## src/rtl/core/acl_pkg.sv

```systemverilog
// Shared types and constants for the alarm confirmation latch.
// Holds the status word bit map, register indexes and the result record.
// No dependencies.
package acl_pkg;

  // Width of the alarm bitmaps that leave the block.
  localparam int unsigned ALARM_W = 15;
  localparam int unsigned COUNT_W = 4;
  localparam int unsigned SUMMARY_W = 7;
  localparam int unsigned OUT_W = 2;
  localparam int unsigned TIME_W = 32;

  // Stream payload widths, rounded up to whole bytes.
  localparam int unsigned IN_DATA_W = 72;
  localparam int unsigned OUT_DATA_W = 64;

  // Input opcodes carried on the input tuser.
  localparam logic OP_EVAL  = 1'b0;
  localparam logic OP_CLEAR = 1'b1;

  // Configuration register indexes (byte address / 4).
  localparam logic [2:0] REG_ENABLE_MASK = 3'd0;
  localparam logic [2:0] REG_CONFIRM_WINDOW = 3'd1;
  localparam logic [2:0] REG_OUTPUT_ROLE = 3'd2;
  localparam logic [2:0] REG_VOLTAGE_ARMED = 3'd3;
  localparam logic [2:0] REG_CURRENT_ARMED = 3'd4;

  // Enable mask bits.
  localparam int unsigned EN_OV = 0;
  localparam int unsigned EN_SAG = 1;
  localparam int unsigned EN_OC = 2;
  localparam int unsigned EN_PL = 3;
  localparam int unsigned EN_FREQ = 4;

  // Bit positions inside the meter status words.
  localparam int unsigned ST0_OV_LSB = 10;
  localparam int unsigned ST0_OC_LSB = 13;
  localparam int unsigned ST1_SAG_LSB = 12;
  localparam int unsigned ST1_PL_LSB = 8;
  localparam int unsigned ST1_FH_BIT = 15;
  localparam int unsigned ST1_FL_BIT = 11;

  // Alarm bitmap layout: OV 0-2, OC 3-5, UV 6-8, PL 9-11, FH 12, FL 13, IC 14.
  localparam int unsigned ALM_OV_LSB = 0;
  localparam int unsigned ALM_OC_LSB = 3;
  localparam int unsigned ALM_UV_LSB = 6;
  localparam int unsigned ALM_PL_LSB = 9;
  localparam int unsigned ALM_FH_BIT = 12;
  localparam int unsigned ALM_FL_BIT = 13;
  localparam int unsigned ALM_IC_BIT = 14;

  localparam logic [ALARM_W-1:0] GRP_OV_MASK = 15'h0007;
  localparam logic [ALARM_W-1:0] GRP_OC_MASK = 15'h0038;
  localparam logic [ALARM_W-1:0] GRP_UV_MASK = 15'h01C0;
  localparam logic [ALARM_W-1:0] GRP_PL_MASK = 15'h0E00;

  // Per-item control shared by the timer lanes and the merge stage.
  typedef struct packed {
    logic accept;  // an input item is transferred this cycle
    logic stop;    // clear or engineering mode: all timers stop
    logic clear;   // clear latches and outputs
    logic eval;    // evaluate the snapshot
  } acl_ctl_t;

  // One result item.
  typedef struct packed {
    logic [OUT_W-1:0]     sw_off;
    logic [OUT_W-1:0]     sw_on;
    logic [OUT_W-1:0]     driven;
    logic [SUMMARY_W-1:0] summary;
    logic [COUNT_W-1:0]   count;
    logic [ALARM_W-1:0]   newly;
    logic [ALARM_W-1:0]   latched;
    logic [ALARM_W-1:0]   active;
  } acl_result_t;

endpackage

```

## src/rtl/core/acl_lane.sv

```systemverilog
// One confirmation timer lane: tracks first sighting of a single alarm.
// Depends on acl_pkg for the control record and time width.
module acl_lane (
  input  logic                         clk,
  input  logic                         rst_n,
  input  acl_pkg::acl_ctl_t            ctl,
  input  logic                         act_bit,
  input  logic [acl_pkg::TIME_W-1:0]   now_ms,
  input  logic [acl_pkg::TIME_W-1:0]   window_ms,
  output logic                         confirm
);
  import acl_pkg::*;

  logic              running_r;
  logic              running_nxt;
  logic [TIME_W-1:0] first_r;
  logic [TIME_W-1:0] elapsed;

  // Wrapping elapsed time since the first sighting.
  assign elapsed = now_ms - first_r;
  assign confirm = act_bit && running_r && (elapsed >= window_ms);

  // Run flag: set at first sighting, cleared by stop or when the condition is gone.
  always_comb begin
    running_nxt = running_r;
    if (ctl.accept) begin
      if (ctl.stop) begin
        running_nxt = 1'b0;
      end else begin
        running_nxt = act_bit;
      end
    end
  end

  always_ff @(posedge clk) begin
    if (!rst_n) begin
      running_r <= 1'b0;
    end else begin
      running_r <= running_nxt;
    end
  end

  // Capture the time of the first sighting.
  always_ff @(posedge clk) begin
    if (ctl.accept && ctl.eval && act_bit && !running_r) begin
      first_r <= now_ms;
    end
  end

endmodule

```

## src/rtl/core/acl_merge.sv

```systemverilog
// Merge stage: combines lane confirmations into latches, outputs and summary.
// Depends on acl_pkg for the control record and result layout.
module acl_merge #(
  parameter int unsigned NUM_OUTPUTS = 2
) (
  input  logic                          clk,
  input  logic                          rst_n,
  input  acl_pkg::acl_ctl_t             ctl,
  input  logic [acl_pkg::ALARM_W-1:0]   act,
  input  logic [acl_pkg::ALARM_W-1:0]   confirm,
  input  logic [acl_pkg::OUT_W-1:0]     role_mask,
  output acl_pkg::acl_result_t          result
);
  import acl_pkg::*;

  // Outputs that exist and can carry a role.
  localparam logic [OUT_W-1:0] OUT_LANE_MASK =
    (NUM_OUTPUTS >= OUT_W) ? {OUT_W{1'b1}} : OUT_W'((1 << NUM_OUTPUTS) - 1);

  logic [ALARM_W-1:0] latched_r, latched_nxt;
  logic [ALARM_W-1:0] active_r, active_nxt;
  logic [OUT_W-1:0]   driven_r, driven_nxt;
  logic [ALARM_W-1:0] newly;
  logic [OUT_W-1:0]   sw_on;
  logic [OUT_W-1:0]   sw_off;
  logic [COUNT_W-1:0] count;
  logic [SUMMARY_W-1:0] summary;

  // Latch update and output switching for the current item.
  always_comb begin
    newly       = '0;
    sw_on       = '0;
    sw_off      = '0;
    latched_nxt = latched_r;
    active_nxt  = active_r;
    driven_nxt  = driven_r;
    if (ctl.clear) begin
      sw_off      = driven_r;
      latched_nxt = '0;
      driven_nxt  = '0;
    end else if (ctl.eval) begin
      active_nxt  = act;
      newly       = confirm & ~latched_r;
      latched_nxt = latched_r | confirm;
      if (newly != '0) begin
        sw_on = role_mask & OUT_LANE_MASK & ~driven_r;
      end
      driven_nxt = driven_r | sw_on;
    end
  end

  // Population count of the new latch set.
  always_comb begin
    count = '0;
    for (int i = 0; i < ALARM_W; i++) begin
      count = count + COUNT_W'(latched_nxt[i]);
    end
  end

  // One warning bit per alarm group.
  always_comb begin
    summary    = '0;
    summary[0] = |(latched_nxt & GRP_OV_MASK);
    summary[1] = |(latched_nxt & GRP_UV_MASK);
    summary[2] = |(latched_nxt & GRP_OC_MASK);
    summary[3] = |(latched_nxt & GRP_PL_MASK);
    summary[4] = latched_nxt[ALM_FH_BIT];
    summary[5] = latched_nxt[ALM_FL_BIT];
    summary[6] = latched_nxt[ALM_IC_BIT];
  end

  always_ff @(posedge clk) begin
    if (!rst_n) begin
      latched_r <= '0;
      active_r  <= '0;
      driven_r  <= '0;
    end else if (ctl.accept) begin
      latched_r <= latched_nxt;
      active_r  <= active_nxt;
      driven_r  <= driven_nxt;
    end
  end

  assign result.active  = active_nxt;
  assign result.latched = latched_nxt;
  assign result.newly   = newly;
  assign result.count   = count;
  assign result.summary = summary;
  assign result.driven  = driven_nxt;
  assign result.sw_on   = sw_on;
  assign result.sw_off  = sw_off;

  // A clear leaves no latch and no driven output behind.
  a_clear_drops: assert property (@(posedge clk) disable iff (!rst_n)
    ctl.accept && ctl.clear |=> latched_r == '0 && driven_r == '0)
    else $error("latches or outputs survived a clear");

  // Outputs without a role lane are never driven.
  a_no_phantom_output: assert property (@(posedge clk) disable iff (!rst_n)
    (driven_r & ~OUT_LANE_MASK) == '0)
    else $error("nonexistent output driven");

  // Every newly latched alarm stays latched after the transfer.
  a_newly_kept: assert property (@(posedge clk) disable iff (!rst_n)
    ctl.accept && ctl.eval |=> ($past(newly) & ~latched_r) == '0)
    else $error("newly latched alarm not held");

endmodule

```

## src/rtl/core/acl_skid.sv

```systemverilog
// Output register with a skid entry for the result stream.
// Depends on acl_pkg for the result record.
module acl_skid (
  input  logic                  clk,
  input  logic                  rst_n,
  input  logic                  in_valid,
  output logic                  in_ready,
  input  acl_pkg::acl_result_t  in_data,
  output logic                  out_valid,
  input  logic                  out_ready,
  output acl_pkg::acl_result_t  out_data
);
  import acl_pkg::*;

  logic        out_valid_r;
  logic        skid_valid_r;
  acl_result_t out_data_r;
  acl_result_t skid_data_r;

  assign in_ready  = !skid_valid_r;
  assign out_valid = out_valid_r;
  assign out_data  = out_data_r;

  // Valid flags: the skid entry fills only when the output holds a stalled result.
  always_ff @(posedge clk) begin
    if (!rst_n) begin
      out_valid_r  <= 1'b0;
      skid_valid_r <= 1'b0;
    end else if (out_ready || !out_valid_r) begin
      if (skid_valid_r) begin
        out_valid_r  <= 1'b1;
        skid_valid_r <= 1'b0;
      end else begin
        out_valid_r <= in_valid;
      end
    end else if (in_valid && in_ready) begin
      skid_valid_r <= 1'b1;
    end
  end

  // Payload moves without reset.
  always_ff @(posedge clk) begin
    if (out_ready || !out_valid_r) begin
      if (skid_valid_r) begin
        out_data_r <= skid_data_r;
      end else if (in_valid) begin
        out_data_r <= in_data;
      end
    end else if (in_valid && in_ready) begin
      skid_data_r <= in_data;
    end
  end

endmodule

```

## src/rtl/core/alarm_confirm_latch.sv

```systemverilog
// Alarm confirmation latch: one registered result per snapshot or clear item.
// One item per cycle while in_tready is high; one 32-bit subtract-compare timer lane per alarm.
// Each result goes to the output register; a stalled output holds one more item in a skid entry.
// Synchronous active-low reset clears registers, latches, run flags and driven outputs;
// first-sighting times are not reset and are read only while their run flag is set.
// Depends on acl_pkg, acl_lane, acl_merge and acl_skid.
module alarm_confirm_latch #(
  parameter int unsigned NUM_ALARMS  = 15,
  parameter int unsigned NUM_OUTPUTS = 2
) (
  input  logic                              clk,
  input  logic                              rst_n,
  // Input stream.
  input  logic                              in_tvalid,
  output logic                              in_tready,
  // tdata: status_word0[15:0], status_word1[31:16], ic_fault[32],
  // engineering_mode[33], now_ms[65:34], zero fill[71:66]
  input  logic [acl_pkg::IN_DATA_W-1:0]     in_tdata,
  // tuser: opcode[0]
  input  logic                              in_tuser,
  // Result stream.
  output logic                              out_tvalid,
  input  logic                              out_tready,
  // tdata: active_bits[14:0], latched_bits[29:15], newly_latched[44:30],
  // latched_count[48:45], warning_summary[55:49], outputs_driven[57:56],
  // outputs_switched_on[59:58], outputs_switched_off[61:60], zero fill[63:62]
  output logic [acl_pkg::OUT_DATA_W-1:0]    out_tdata,
  // Configuration port.
  input  logic                              cfg_psel,
  input  logic                              cfg_penable,
  input  logic                              cfg_pwrite,
  input  logic [4:0]                        cfg_paddr,
  input  logic [31:0]                       cfg_pwdata,
  output logic [31:0]                       cfg_prdata,
  output logic                              cfg_pready
);
  import acl_pkg::*;

  // Configuration registers.
  logic [4:0]        enable_mask_r;
  logic [TIME_W-1:0] window_r;
  logic [OUT_W-1:0]  role_mask_r;
  logic              voltage_armed_r;
  logic              current_armed_r;
  logic              cfg_write;
  logic [2:0]        cfg_index;

  // Input fields.
  logic              opcode;
  logic [15:0]       status_word0;
  logic [15:0]       status_word1;
  logic              ic_fault;
  logic              engineering_mode;
  logic [TIME_W-1:0] now_ms;

  acl_ctl_t              ctl;
  logic [ALARM_W-1:0]    act;
  logic [NUM_ALARMS-1:0] lane_act;
  logic [NUM_ALARMS-1:0] lane_confirm;
  acl_result_t           result;
  acl_result_t           out_result;

  assign cfg_pready = 1'b1;
  assign cfg_write  = cfg_psel && cfg_penable && cfg_pwrite && cfg_pready;
  assign cfg_index  = cfg_paddr[4:2];

  // Register writes.
  always_ff @(posedge clk) begin
    if (!rst_n) begin
      enable_mask_r   <= '0;
      window_r        <= '0;
      role_mask_r     <= '0;
      voltage_armed_r <= 1'b0;
      current_armed_r <= 1'b0;
    end else if (cfg_write) begin
      unique case (cfg_index)
        REG_ENABLE_MASK:    enable_mask_r   <= cfg_pwdata[4:0];
        REG_CONFIRM_WINDOW: window_r        <= cfg_pwdata;
        REG_OUTPUT_ROLE:    role_mask_r     <= cfg_pwdata[OUT_W-1:0];
        REG_VOLTAGE_ARMED:  voltage_armed_r <= cfg_pwdata[0];
        REG_CURRENT_ARMED:  current_armed_r <= cfg_pwdata[0];
        default: ;
      endcase
    end
  end

  // Register reads.
  always_comb begin
    unique case (cfg_index)
      REG_ENABLE_MASK:    cfg_prdata = {27'd0, enable_mask_r};
      REG_CONFIRM_WINDOW: cfg_prdata = window_r;
      REG_OUTPUT_ROLE:    cfg_prdata = {30'd0, role_mask_r};
      REG_VOLTAGE_ARMED:  cfg_prdata = {31'd0, voltage_armed_r};
      REG_CURRENT_ARMED:  cfg_prdata = {31'd0, current_armed_r};
      default:            cfg_prdata = '0;
    endcase
  end

  // Unpack the input item.
  assign opcode           = in_tuser;
  assign status_word0     = in_tdata[15:0];
  assign status_word1     = in_tdata[31:16];
  assign ic_fault         = in_tdata[32];
  assign engineering_mode = in_tdata[33];
  assign now_ms           = in_tdata[65:34];

  // Item control shared by the lanes and the merge stage.
  always_comb begin
    ctl.accept = in_tvalid && in_tready;
    ctl.clear  = (opcode == OP_CLEAR);
    ctl.stop   = (opcode == OP_CLEAR) || engineering_mode;
    ctl.eval   = (opcode == OP_EVAL) && !engineering_mode;
  end

  // Decode the alarm conditions from the status words and the IC fault flag.
  always_comb begin
    act = '0;
    if (voltage_armed_r) begin
      if (enable_mask_r[EN_OV]) begin
        act[ALM_OV_LSB +: 3] = status_word0[ST0_OV_LSB +: 3];
      end
      if (enable_mask_r[EN_SAG]) begin
        act[ALM_UV_LSB +: 3] = status_word1[ST1_SAG_LSB +: 3];
      end
      if (enable_mask_r[EN_PL]) begin
        act[ALM_PL_LSB +: 3] = status_word1[ST1_PL_LSB +: 3];
      end
      if (enable_mask_r[EN_FREQ]) begin
        act[ALM_FH_BIT] = status_word1[ST1_FH_BIT];
        act[ALM_FL_BIT] = status_word1[ST1_FL_BIT];
      end
    end
    if (enable_mask_r[EN_OC] && current_armed_r) begin
      act[ALM_OC_LSB +: 3] = status_word0[ST0_OC_LSB +: 3];
    end
    act[ALM_IC_BIT] = ic_fault;
  end

  // One timer lane per alarm; lanes past the reported bitmap never see a condition.
  for (genvar b = 0; b < NUM_ALARMS; b++) begin : g_lane
    if (b < ALARM_W) begin : g_used
      assign lane_act[b] = act[b];
    end else begin : g_spare
      assign lane_act[b] = 1'b0;
    end

    acl_lane u_lane (
      .clk       (clk),
      .rst_n     (rst_n),
      .ctl       (ctl),
      .act_bit   (lane_act[b]),
      .now_ms    (now_ms),
      .window_ms (window_r),
      .confirm   (lane_confirm[b])
    );
  end

  acl_merge #(
    .NUM_OUTPUTS (NUM_OUTPUTS)
  ) u_merge (
    .clk       (clk),
    .rst_n     (rst_n),
    .ctl       (ctl),
    .act       (act),
    .confirm   (lane_confirm[ALARM_W-1:0]),
    .role_mask (role_mask_r),
    .result    (result)
  );

  acl_skid u_skid (
    .clk       (clk),
    .rst_n     (rst_n),
    .in_valid  (in_tvalid),
    .in_ready  (in_tready),
    .in_data   (result),
    .out_valid (out_tvalid),
    .out_ready (out_tready),
    .out_data  (out_result)
  );

  // Pack the result, first field in the low bits.
  assign out_tdata = {2'b00,
                      out_result.sw_off,
                      out_result.sw_on,
                      out_result.driven,
                      out_result.summary,
                      out_result.count,
                      out_result.newly,
                      out_result.latched,
                      out_result.active};

  // The skid entry only fills behind a held output.
  a_skid_behind_out: assert property (@(posedge clk) disable iff (!rst_n)
    u_skid.skid_valid_r |-> out_tvalid)
    else $error("skid entry filled while output empty");

  // A transfer while the output is stalled leaves the input side closed next cycle.
  a_stall_fills_skid: assert property (@(posedge clk) disable iff (!rst_n)
    in_tvalid && in_tready && out_tvalid && !out_tready |=> !in_tready)
    else $error("stalled transfer did not occupy the skid entry");

endmodule
```

## config.mk

```make
export PLATFORM = sky130hd
export DESIGN_NAME = alarm_confirm_latch
export DESIGN_NICKNAME = d
export VERILOG_FILES = /design/src/rtl/core/acl_pkg.sv /design/src/rtl/core/acl_lane.sv /design/src/rtl/core/acl_merge.sv /design/src/rtl/core/acl_skid.sv /design/src/rtl/core/alarm_confirm_latch.sv
export SDC_FILE = /design/constraint.sdc
export NUM_CORES = 2
export LEC_CHECK = 0
export BUFFER_PORTS_ARGS = -buffer_cell sky130_fd_sc_hd__buf_4
export CAP_MARGIN = 20
export CORE_AREA = 2 2 310 312
export DETAILED_ROUTE_END_ITERATION = 8
export DIE_AREA = 0 0 312 314
export PLACE_DENSITY_LB_ADDON = 0.1
export SETUP_SLACK_MARGIN = 0.3
export SKIP_CTS_REPAIR_TIMING = 1
export SYNTH_ARGS = -nofsm -noshare
export SYNTH_HDL_FRONTEND = slang
export SYNTH_SLANG_ARGS = --single-unit
```

## constraint.sdc

```tcl
create_clock -name clk -period 26.1 [get_ports clk]
set_input_delay 5.22 -clock clk [delete_from_list [all_inputs] [get_ports clk]]
set_output_delay 5.22 -clock clk [all_outputs]
set_load 0.005 [all_outputs]
```

---- Word level (Yosys, flattened, before mapping) ----
Cells that the tools add are included.
word-level totals
  output and inout port bits .............. 99
  input port bits ......................... 117
  register bits after elaboration ......... 694
cells by class
  reduce and logical (&&, ||, !) cells .... 101
  bitwise gates (word level) .............. 9
  muxes and demuxes ....................... 40
  eq/ne operators ......................... 4
  order comparisons ....................... 15
  add/sub/neg operators ................... 29
operators by type and width
  cell                number
  $ge 32x32->1        15
  $sub 32x32->32      15
  $pmux 32 s5         1
  $mux 62             2
  $mux 15             6
  $logic_and 1x1->1   66
  $add 4x1->4         13
  $logic_not 1->1     18
  $mux 2              9
  $mux 1              16
  $and 15x15->15      1
  $mux 3              5
  $not 15->15         1
  $or 15x15->15       1
  $reduce_bool 15->1  1
  $reduce_and 2->1    7
  $reduce_or 3->1     4
  $mux 8              1
  $eq 3x2->1 const B  2
  $eq 3x1->1 const B  1
  $eq 3x3->1 const B  1
  $logic_not 3->1     1
  $not 1->1           3
  $add 1x1->2         1
  6 further kinds     7

---- Longest topological paths before layout ----
  word-level depth ........................ 23
  gate-level depth with buffers ........... 40

---- Hierarchy ----
A second synthesis with hierarchy kept.
second synthesis, totals
  cells, all modules ...................... 6768
  area total of the unflattened synthesis .. 62363.6 um2
by module, submodules not included
  module                            times used  seq. area each (um2)  cells an instance  area each (um2)
  acl_lane (g_lane[11].u_lane ...)  8           980.9                 393                3502.1
  acl_lane (g_lane[0].u_lane ...)   3           980.9                 397                3515.9
  acl_skid                          1           3763.6                202                4757.1
  acl_lane (g_lane[10].u_lane)      1           980.9                 444                3818.7
  acl_lane (g_lane[8].u_lane)       1           980.9                 447                3739.8
  acl_lane (g_lane[9].u_lane)       1           980.9                 420                3599.7
  acl_lane (g_lane[12].u_lane)      1           980.9                 394                3542.1
  acl_merge                         1           640.6                 279                2223.4
  alarm_confirm_latch               1           820.8                 247                2118.3

---- Least setup slack after synthesis ----
Ideal clock, no wire load.
  path type ............................... input to register
  start point ............................. input port in_tdata[34] (netlist bit)
  end point ............................... register u_skid.out_data_r (netlist bit u_skid.out_data[47]), data pin
  arrival ................................. 13.149 ns
  path buffers ............................ 0
  setup slack ............................. 12.691 ns
  cell stages on the path ................. 36
  library setup time ...................... 0.260 ns
  data required time ...................... 25.840 ns
  cells stage by stage .................... inv_1 ha_1 inv_1 fa_1 a21oi_1 o21bai_1 o31a_1 o41a_1 a41oi_1 a21oi_1 a41o_1 o21ai_0 nand2b_1 a21boi_1 o31ai_1 xor2_1 ha_1 nand4_1 or4_1 nor2_1 o211ai_1 o211ai_1 nand3_1 nor2_1 o21ai_0 fa_1 inv_1 fa_1 fa_1 inv_1 fa_1 inv_1 ha_1 fa_1 xor2_1 mux2_2
RTL lines
  what                  line                       text
  start, declared       alarm_confirm_latch.sv:18  input logic [acl_pkg::IN_DATA_W-1:0] in_tdata,
  end signal, assigned  acl_skid.sv:45             out_data_r <= skid_data_r;
  end signal, assigned  acl_skid.sv:47             out_data_r <= in_data;
  end, declared         acl_skid.sv:17             acl_result_t out_data_r;

==> run summary <==
Iteration-0 DRC Markers - 3554
CTS root buffer - clkbuf_16
Stages on worst setup path - 34
Pin count of the biggest net entering global routing - 91
H-tree depth - 3
Worst Setup SP - in_tdata[34]
Max FO, Critical Path - 16
Leakage power - 27.5 nW
Hpwl dp - 116 mm
Crit path to - u_skid.out_data[47]
CP startpoint kind - input port
Slew margin rel. - 22.9%
Async SR Flop Fraction - 0%
Routed WL - 160 mm
Fin nets - 7203
Register-to-Register Path Depth - 32
Worst Hold Class - flop to flop
Synth Register Bits - 688
Critical R2R Launch - g_lane[1].u_lane.first_r[1]
Reg-to-reg slack, setup - 16100 ps
Avg Inst Size Synth - 9.71 sq um
Number of flops mapped to enable cells by yosys - 598
Final worst path period share - 57.4%
Io pins - 216
Full die area - 98000 sq um
Setup-failing EPs final - 0
ANT nets after route - 0
Syn Inst Count - 5813
Design Area, Final - 62700 sq um
Slowest cell delay on critical path - 830 ps
Post-route total power - 2.97 mW
DR pass1 iterations - 5
Buffers on Ports - 186
Worst EP required - 26540 ps
DR vias - 45400
Final hold viol count - 0
WL/cell - 21.5 um
All-Layer GR Usage - 32.2%
Synth warn - 0
CP max-delay cell - a31oi_1
CTS max path bufs - 3
Final GP Congestion - 0.941
Status - finished, final reports clean
Latest clock arrival within the worst-skew pair - 700 ps
Slew Viols, Final - 0
Starting Density - 59.8%
Global-route wire length before repair - 244 mm
Layout area overhead - 11.0%
R2R Path End - u_skid.out_data[47]
Crit path max-delay family - adder cells
Peak VDD IR - 0.0591 mV
P per Cell Area - 47.3 nW/um^2
Post-DR vias/cell - 6.10
Core Area - 94400 sq um
Max Freq - 66.8 MHz
Worst clock skew - 46.5 ps
Row Count - 113
Count of cell types in the netlist - 93
RSZ-0062 raised after global routing - false
Worst path buffer plus inverter count - 8
Post-Syn Area - 56500 sq um
Worst Setup Slack, final - 11130 ps
Final Critical Period - 14970 ps
Top FF cell, synth - edfxtp_1
Reg clk slew, reported paths - 60 ps
Worst path arrival time - 15420 ps
Setup tns final - 0 ps
CP Capture Type - flop
Die X - 312 um
Initial antenna violation count - 6
Vias in the first global route - 43400
Worst Tran Pin Value - 1140 ps
CTS Buf Count - 83
Critical setup path kind - input port to flop
Seq/Total Area, Yosys - 35.0%
Overflow after GRT - 0
Die H - 314 um
DP Worst Slack - 10450 ps
Max_cap viols - 0
Placement-stage cell area - 59900 sq um
CTS tree - yes
Hold slack - 464 ps
Post-route DRC - 0
Total clock sinks - 688
Fillcell total - 7632
Share of layout cells above drive strength 1 - 8.21%
==> flip-flops by register name, summed over array words and instances (netlist names) <==
name / flops
u_merge.driven_r: 2
g_lane.u_lane.running_r: 15
g_lane.u_lane.first_r: 480
voltage_armed_r: 1
window_r: 32
u_merge.latched_r: 15
enable_mask_r: 5
u_merge.active_r: 15
u_skid.out_data: 59
u_skid.skid_valid_r: 1
role_mask_r: 2
current_armed_r: 1
u_skid.skid_data_r: 59
u_skid.out_valid: 1
==> worst register-to-register path: cells and delay by family, from the launching register on <==
family                     cells  cell delay [ps]
AOI/OAI and AO/OA             12             4070
xor gates and xnor gates       2              340
adders and majority gates      9             3440
buffers and inverters          5              320
DFF                            1              350
muxes                          1              280
and+or+nand+nor                3              940
==> power by group <==
part	internal [mW]	switching, mW
logic	0.259	0.341
clock network	0.660	0.498
registers	1.20	0.00410
==> cell families (layout without fill, tap and decap cells) <==
family,count (synthesis),count (layout),share of synthesized area (%)
flops,688,688,35.0
fa+ha+maj,976,976,22.0
simple gates,1375,1375,11.9
xor+xnor,416,416,6.45
buf+inv,683,1045,4.58
compound gates,1631,1631,19.3
other cells,2,5,0.0133
mux,42,42,0.809
==> metrics by stage <==
step | util, % | instances
2_1_floorplan | - | 5814
3_3_place_gp | 63.5 | 7287
3_5_place_dp | 63.5 | 7287
4_1_cts | 66.3 | 7438
5_1_grt | 66.4 | 7442
6_report | 66.4 | 7443
==> worst min path at each step <==
stage	from	end	slack (ps)	depth (start not counted)
after floorplan	window_r[10]	window_r[10]	440	2
after global placement	window_r[12]	window_r[12]	450	2
after detailed placement	u_merge.active_r[7]	u_merge.active_r[7]	460	2
after CTS	u_merge.active_r[7]	u_merge.active_r[7]	470	2
after global routing	window_r[20]	window_r[20]	490	2
final	window_r[27]	window_r[27]	460	2
==> cells in the final DEF, fill, tap and decap left out, drive strengths merged, types with 110 or more instances in the layout <==
master,instances
a21o,351
a21oi,443
buf,272
edfxtp,598
ha,952
inv,624
nand2,344
nand3,117
nor2,359
o21ai,248
xnor2,306
xor2,110
==> per-layer routing <==
metal | vias to the layer above | wire, um | share of wire [%] | global-route usage, %
met5 | - | 41 | 0.026 | 0
li1 | 21900 | - | - | -
met1 | 21600 | 68400 | 43 | 42.4
met3 | 356 | 10800 | 6.8 | 4.46
met4 | 6 | 7510 | 4.7 | 13.2
met2 | 1499 | 73000 | 46 | 53.7
==> Yosys cell counts (76+ instances only) <==
master      n  share of area, %
nand4_1   105               1.2
xor2_1    110               1.7
o21ai_0   237               2.1
nand2_1   344               2.3
ha_1      952                21
nor3_1     76              0.67
o21a_1     92               1.2
nor2b_1    96               1.1
a21oi_1   440               3.9
nand3_1   117               1.0
a21o_1    351               4.7
edfxtp_1  598                32
inv_1     619               4.1
nor2_1    359               2.4
a21boi_0   83               1.1
dfxtp_1    90               3.2
xnor2_1   306               4.7
nand2b_1   93               1.0
==> layout make-up <==
type | instances | area (sq um) | share of cell area (%)
Sequential cell | 688 | 19800 | 31.5
Multi-Input combinational cell | 4443 | 34200 | 54.6
Inverter | 622 | 2330 | 3.72
Clock inverter | 47 | 463 | 0.739
Clock buffer | 104 | 2230 | 3.55
Antenna cell | 2 | 5.00 | 0.00798
Tap cell | 1265 | 1580 | 2.53
Timing Repair Buffer | 272 | 2080 | 3.32
(Power assumes the default switching activity.)
